[src/design/vtpd_pkg.sv]
// Package with shared widths, constants and types for the vertex transform unit.
package vtpd_pkg;

	localparam int CoordWidth = 32;
	localparam int CoefWidth  = 16;
	localparam int CrdFrac    = CoordWidth / 2;
	localparam int CfFrac     = CoefWidth / 2;
	// Transformed sums fit comfortably in this width.
	localparam int SumWidth   = 2 * CoordWidth + 4;
	// Numerator t * 2^CrdFrac, magnitude only.
	localparam int NumWidth   = SumWidth + CrdFrac;
	// Quotient bits produced: enough to exceed the coordinate range.
	localparam int QuoWidth   = CoordWidth + 1;
	// One divide cell retires one quotient bit.
	localparam int NumCells   = NumWidth;

	localparam logic [1:0] RegRow0 = 2'd0;
	localparam logic [1:0] RegRow1 = 2'd1;
	localparam logic [1:0] RegRow2 = 2'd2;
	localparam logic [1:0] RegRow3 = 2'd3;

	typedef logic signed [CoordWidth-1:0] coord_t;
	typedef logic signed [CoefWidth-1:0]  coef_t;
	typedef logic signed [SumWidth-1:0]   sum_t;
	typedef logic [NumWidth-1:0]          mag_t;

	// Per-lane divide state handed from cell to cell.
	typedef struct packed {
		mag_t rem;
		mag_t num;
		logic [QuoWidth-1:0] quo;
		logic big;
		logic neg;
	} lane_t;

	// Per-item context that travels with the divide lanes.
	typedef struct packed {
		logic valid;
		logic wz;
		mag_t div;
		coord_t pass_x;
		coord_t pass_y;
		coord_t pass_z;
		logic pass_sat;
	} ctx_t;

	// Product truncated toward zero to coordinate fraction bits.
	function automatic sum_t scale_prod(coord_t a, coef_t m);
		logic signed [CoordWidth+CoefWidth-1:0] p;
		logic [CoordWidth+CoefWidth-1:0] mag;
		sum_t r;
		p = a * m;
		mag = p[CoordWidth+CoefWidth-1] ? -p : p;
		r = sum_t'(mag >> CfFrac);
		return p[CoordWidth+CoefWidth-1] ? -r : r;
	endfunction

	// Clamp a sum to the coordinate range.
	function automatic coord_t clamp_sum(sum_t v);
		sum_t hi;
		sum_t lo;
		hi = sum_t'({1'b0, {(CoordWidth-1){1'b1}}});
		lo = -hi - sum_t'(1);
		if (v > hi) return coord_t'(hi);
		if (v < lo) return coord_t'(lo);
		return v[CoordWidth-1:0];
	endfunction

	function automatic logic sum_out_of_range(sum_t v);
		sum_t hi;
		sum_t lo;
		hi = sum_t'({1'b0, {(CoordWidth-1){1'b1}}});
		lo = -hi - sum_t'(1);
		return (v > hi) || (v < lo);
	endfunction

endpackage

[src/design/vtpd_div_cell.sv]
// One restoring-divide cell: retires one numerator bit for three lanes.
module vtpd_div_cell import vtpd_pkg::*; (
	input  logic clk,
	input  logic arst_n,
	input  logic en,
	input  ctx_t ctx_in,
	input  lane_t x_in,
	input  lane_t y_in,
	input  lane_t z_in,
	output ctx_t ctx_out,
	output lane_t x_out,
	output lane_t y_out,
	output lane_t z_out
);

	// Shift one bit into the remainder, subtract when it fits, track overflow.
	function automatic lane_t step(lane_t l, mag_t d);
		lane_t o;
		logic [NumWidth:0] r;
		logic [QuoWidth:0] q;
		logic [QuoWidth:0] lim;
		r = {l.rem, l.num[NumWidth-1]};
		q = {l.quo, 1'b0};
		if (r >= {1'b0, d}) begin
			r = r - {1'b0, d};
			q[0] = 1'b1;
		end
		lim = l.neg ? (QuoWidth+1)'(1) << (CoordWidth-1)
			: ((QuoWidth+1)'(1) << (CoordWidth-1)) - 1'b1;
		o.rem = r[NumWidth-1:0];
		o.num = l.num << 1;
		// Once the quotient passes the limit it stays saturated.
		o.big = l.big | (q > lim);
		o.quo = o.big ? l.quo : q[QuoWidth-1:0];
		o.neg = l.neg;
		return o;
	endfunction

	// Context travels alongside the lanes.
	always_ff @(posedge clk or negedge arst_n) begin
		if (!arst_n) begin
			ctx_out <= '0;
		end else if (en) begin
			ctx_out <= ctx_in;
		end
	end

	always_ff @(posedge clk) begin
		if (en) begin
			x_out <= step(x_in, ctx_in.div);
			y_out <= step(y_in, ctx_in.div);
			z_out <= step(z_in, ctx_in.div);
		end
	end

endmodule

[config.mk]
export PLATFORM = sky130hd
export DESIGN_NAME = vtpd_div_cell
export DESIGN_NICKNAME = d
export VERILOG_FILES = /design/src/design/vtpd_pkg.sv /design/src/design/vtpd_div_cell.sv
export SDC_FILE = /design/constraint.sdc
export NUM_CORES = 2
export LEC_CHECK = 0
export ABC_AREA = 1
export BUFFER_PORTS_ARGS = -buffer_cell sky130_fd_sc_hd__buf_2
export CORE_AREA = 2 2 626 628
export CTS_BUF_LIST = sky130_fd_sc_hd__clkbuf_8
export DETAILED_ROUTE_END_ITERATION = 8
export DIE_AREA = 0 0 628 630
export SYNTH_ARGS = -nofsm -noshare
export SYNTH_HDL_FRONTEND = slang
export SYNTH_SLANG_ARGS = --single-unit
[constraint.sdc]
create_clock -name clk -period 0.85 [get_ports clk]
set_clock_uncertainty 0.1 [all_clocks]
set_input_delay 0.17 -clock clk [delete_from_list [all_inputs] [get_ports clk]]
set_output_delay 0.17 -clock clk [all_outputs]
set_load 0.01 [all_outputs]
# Yosys cells after proc, flatten, opt, wreduce, memory -nomap -nowiden
# Index checks and enable logic that the tools add are counted.
dict set report word_totals {
  inputBits 795
  word_cells 49
  reg_bits 789
  out_inout_bits 792
}
dict set report op_classes {
  mux 15
  n_lt_le_gt_ge 6
  n_addsub 3
  bitwise 3
}
# op n
set ops {}
lappend ops {{85-bit by 84-bit >= comparator with 1-bit output} 3}
lappend ops {{84-bit 2-to-1 mux} 3}
lappend ops {{84-bit subtractor} 3}
lappend ops {{34-bit by 32-bit greater-than comparator with 1-bit output} 3}
lappend ops {{33-bit 2-to-1 mux} 3}
lappend ops {{32-bit 2-to-1 mux} 3}
lappend ops {{1-bit 2-to-1 mux} 6}
lappend ops {{1-bit bitwise OR} 3}

# Logic depth before layout (Yosys ltp)
dict set report logic_depth {
  ltp_word 6
  ltp_mapped 27
  mapped_depth_nobuf 24
}

# Worst setup path before layout
# No wires, ideal clock.
dict set report synth_timing {
  path_kind {in2reg}
  startpoint {input ctx_in[109] (netlist bit)}
  endpoint {register y_out[10] (netlist bit), data pin}
  n_path_buf 3
  path_slack_ns -2.456
  cell_stages 23
  t_arrival_ns 3.075
  setup_ns 0.131
  required_ns 0.619
  path_cell_list {inv_1 > ha_1 > nand2_1 > nor2_1 > nand2_1 > nor2_1 > nand2_1 > nand3_1 > nand2_1 > nand3_2 > nand2_2 > nand2_4 > inv_2 > buf_6 > buf_6 > ha_1 > nand3_1 > nor3_1 > nand4_1 > a21oi_1 > clkbuf_1 > nand2_1 > nand2_1}
}
dict set report synth_between {
  elab_chain_len 6
}
# item line
set synth_lines {}
lappend synth_lines {{start, declared} vtpd_div_cell.sv:6} ;# input ctx_t ctx_in,
lappend synth_lines {{85-bit by 84-bit >= comparator with 1-bit output} vtpd_div_cell.sv:24} ;# if (r >= {1'b0, d}) begin
lappend synth_lines {{1-bit 2-to-1 mux} vtpd_div_cell.sv:24}
lappend synth_lines {{1-bit 2-to-1 mux} vtpd_div_cell.sv:49} ;# if (en) begin
lappend synth_lines {{34-bit by 32-bit greater-than comparator with 1-bit output} vtpd_div_cell.sv:33} ;# o.big = l.big | (q > lim);
lappend synth_lines {{1-bit bitwise OR} vtpd_div_cell.sv:33}
lappend synth_lines {{33-bit 2-to-1 mux} vtpd_div_cell.sv:34} ;# o.quo = o.big ? l.quo : q[QuoWidth-1:0];
lappend synth_lines {{end signal, assigned} vtpd_div_cell.sv:51} ;# y_out <= step(y_in, ctx_in.div);
lappend synth_lines {{end, declared} vtpd_div_cell.sv:12} ;# output lane_t y_out,
# No other way between the ends. The select of a mux whose other input is x is not followed.
# A chain may end at the register's enable or synchronous reset.

# Worst setup path after layout
dict set report layout_timing {
  startpoint {input ctx_in[169] (netlist bit)}
  endpoint {register x_out[19] (netlist bit), data pin}
}
dict set report layout_between {
  elab_chain_len 6
}
# item line
set layout_lines {}
lappend layout_lines {{85-bit by 84-bit >= comparator with 1-bit output} vtpd_div_cell.sv:24}
lappend layout_lines {{1-bit 2-to-1 mux} vtpd_div_cell.sv:24}
lappend layout_lines {{1-bit 2-to-1 mux} vtpd_div_cell.sv:49}
lappend layout_lines {{34-bit by 32-bit greater-than comparator with 1-bit output} vtpd_div_cell.sv:33}
lappend layout_lines {{1-bit bitwise OR} vtpd_div_cell.sv:33}
lappend layout_lines {{33-bit 2-to-1 mux} vtpd_div_cell.sv:34}
lappend layout_lines {{end signal, assigned} vtpd_div_cell.sv:50} ;# x_out <= step(x_in, ctx_in.div);
lappend layout_lines {{end, declared} vtpd_div_cell.sv:11} ;# output lane_t x_out,
# No other way between the ends. The select of a mux whose other input is x is not followed.

==> impl_summary.log <==
[metrics] status: finished, violations left
[metrics] failing checks: hold timing, setup timing
[metrics] number of buffer and inverter stages on the critical path: 8
[metrics] summed negative setup slack over all endpoints: -1392230 ps
[metrics] average size of a mapped cell: around 7.1 um2
[metrics] via count of the first global-routing pass: between 70000 and 80000
[metrics] top area cells in the synthesized netlist: edfxtp_1 (32%), nand2_1 (22%), inv_1 (9.3%)
[metrics] post-route clock period utilization: 333%
[metrics] final core utilization: roughly 28%
[metrics] layout cells sized above 1: about 36%
[metrics] Final WS setup: -1980 ps
[metrics] final hold vios: about 550
[metrics] transition time at the pin with the least slew margin: about 760 ps
[metrics] TritonRoute pass-1 iters: 6
[metrics] width of the die: between 600 and 700 um
[metrics] cell repeated most along the worst path: nand2_1
[metrics] shortest clock period the worst path allows after layout: roughly 2800 ps
[metrics] Slowest Stage Delay on Critical Path: 280 ps
[metrics] worst relative slew slack: between 40% and 50%
[metrics] via density per instance: 4.03
[metrics] number of I/O pins: 1587
[metrics] register clock-pin slew on the reported worst setup and hold paths: around 70 ps
[metrics] nets@finish: 14045
[metrics] number of slew-limit violations in the final report: 0
[metrics] cell area after placement: 89600 um2
[metrics] number of library cell types mapped by synthesis: 36
[metrics] global-route congestion overflow total: 0
[metrics] TritonCTS Buffers: 164
[metrics] commonest non-fill, non-tap cell in the layout: nand2_1
[metrics] post-synth design cell area: 56100 um2
[metrics] pin count of the biggest net entering global routing: 44
[metrics] delay-heaviest family, CP: buffers and inverters
[metrics] Setup Crit Path Kind: primary input to register
[metrics] category of the worst setup path launch point: primary input
[metrics] initial antenna violation count: between 150 and 200
[metrics] top library cells by usage in the layout, fill and taps aside: nand2_1 (3114), buf_4 (1932), buf_2 (1540)
[metrics] Starting DRT DRC Count: between 5000 and 6000
[metrics] Detailed Place HPWL: 413 mm
[metrics] core outline area: around 390000 um2
[metrics] initial cell density of the core: between 10% and 20%
[metrics] CTS H-Tree Depth: 4
[metrics] fin cells: 18290
[metrics] critical path arrival: ~3500 ps
[metrics] crit end category: register
[metrics] clock insertion delay at the later pin of the skew report: slightly below 1000 ps
[metrics] count of antenna-violating nets left after detailed routing: 0
[metrics] top cell type by total area after synthesis: edfxtp_1
[metrics] overall fraction of global-route tracks in use: about a quarter
[metrics] wire length of the first global-routing pass: about 640 mm
[metrics] Final Cell Area: roughly 110000 um2
[metrics] Placement Rows: ~230
[metrics] max capacitance violation total: 0
[metrics] area share of the largest cell type after synthesis: between 30% and 40%
[metrics] yosys warns: 0
[metrics] class of the tightest hold or removal check: primary input to register
[metrics] DR vias: ~74000
[metrics] final estimated routing congestion in global placement: approximately 0.99
[metrics] Hold Worst Slack: -636 ps
[metrics] Sink Count: around 790
[metrics] number of instances in the placed design: around 17000
[metrics] Total Power Consumption: 161 mW
[metrics] cell count after synthesis: between 7000 and 8000
[metrics] reg-to-reg setup timing slack: -220 ps
[metrics] Peak supply drop: approximately 1.4 mV
[metrics] setup slack at placement: -3500 ps
[metrics] Leakage Power: ~55 nW
[metrics] CTS tree: done
[metrics] share of the yosys chip area belonging to registers: between 40% and 50%
[metrics] RSZ-0062 raised after global routing: yes
[metrics] cell with the largest stage delay on the worst path: clkinvlp_4
[metrics] Total Routed Length: between 400 and 500 mm
[metrics] Synth-to-Final Area Change: 93.2%
[metrics] WL/cell: approximately 27 um
[metrics] required time at the endpoint of the critical path: about 1500 ps
[metrics] CTS Buffer Depth: 4
[metrics] Final setup viols: 1506
[metrics] Power Dens Cells: about 1500 nW/um2
[metrics] Die Area: between 300000 and 400000 um2
[metrics] CTS Root Buffer Type: clkbuf_8
[metrics] number of remaining DRC errors: 0
[metrics] max frequency: about 350 MHz
[metrics] number of port buffers: around 1600
[metrics] die boundary height: 630 um
[metrics] maximum fanout along the worst path: 7
[metrics] number of flip-flops and latches in the synthesized netlist: 789
==> cell families after synthesis <==
kind of cell / Yosys count / synth area share (%)
simple gates: 4562 / 32.3
buf+inv: 1507 / 10.6
flops: 789 / 40.6
compound gates: 471 / 4.43
fa+ha+maj: 351 / 7.88
xor+xnor: 137 / 2.14
mux: 100 / 2.01
other cells: 1 / 0.00669
==> synthesized netlist by cell type <==
| cell | count |
|---|---|
| xnor2_1 | 1 |
| buf_6 | 32 |
| a21oi_1 | 344 |
| nor2_2 | 32 |
| conb_1 | 1 |
| o21bai_1 | 42 |
| nand4_1 | 38 |
| nor3_2 | 1 |
| nand2_1 | 3322 |
| a211oi_1 | 1 |
| nand3_1 | 323 |
| xor2_1 | 136 |
| clkbuf_1 | 37 |
| and2_1 | 24 |
| o21ai_0 | 77 |
| inv_1 | 1383 |
| a21o_1 | 1 |
| dfrtp_1 | 183 |
| buf_4 | 9 |
| or2_2 | 8 |
| nand2_2 | 3 |
| edfxtp_1 | 606 |
| nand3b_1 | 41 |
| buf_2 | 24 |
| mux2_2 | 100 |
| nand2_4 | 1 |
| and3_1 | 2 |
| ha_1 | 348 |
| inv_2 | 16 |
| buf_1 | 6 |
| nor3_1 | 60 |
| fa_1 | 3 |
| o21a_1 | 6 |
| nand3_2 | 2 |
| nor2_1 | 691 |
| nor4_1 | 14 |
==> layout make-up <==
type / count / area (um2)
fillers: 42371 / 280000
repair buffers: 4921 / 39800
multi-input cells: 5624 / 30300
flip-flops and latches: 789 / 22800
well taps: 5197 / 6500
inverters: 1399 / 5370
clock buffers: 176 / 2420
clock inverters: 113 / 930
diodes: 71 / 178
==> layer usage <==
metal  wire (um)  track usage (%)  vias up
met3       32500             4.75      905
met4       37800             14.9       46
met5         272                0        -
li1            -                -    34736
met2      236000             41.0     3067
met1      190000             27.1    34876
==> report_power, final <==
part           switching [mW]  internal (mW)  leakage, nW
sequential               2.78           46.8         8.02
combinational            37.8           29.2         45.0
clock                    21.2           23.8         1.89
total                    61.8           99.7         54.9
==> final timing paths <==
check,start,end,cells past startpoint
max,ctx_in[169],x_out[19],25
min,x_in[180],x_out[181],3
max reg2reg,ctx_out[54],ctx_out[54],1
min reg2reg,ctx_out[50],ctx_out[50],1
max in group asynchronous,arst_n,ctx_out[176],5
min in group asynchronous,arst_n,ctx_out[28],4
==> state kept, by name, indices dropped and copies added (netlist names) <==
name	flops
z_out	202
ctx_out	183
x_out	202
y_out	202
==> repair_timing <==
item	in CTS	in global routing
buffers inserted	55	19
gates cloned	17	6
endpoints found under the hold margin	1578	739
gates resized for setup	337	303
pin swaps	55	49
hold buffers	1079	50
endpoints found under the setup margin	1228	1461
(Power assumes the default switching activity.)
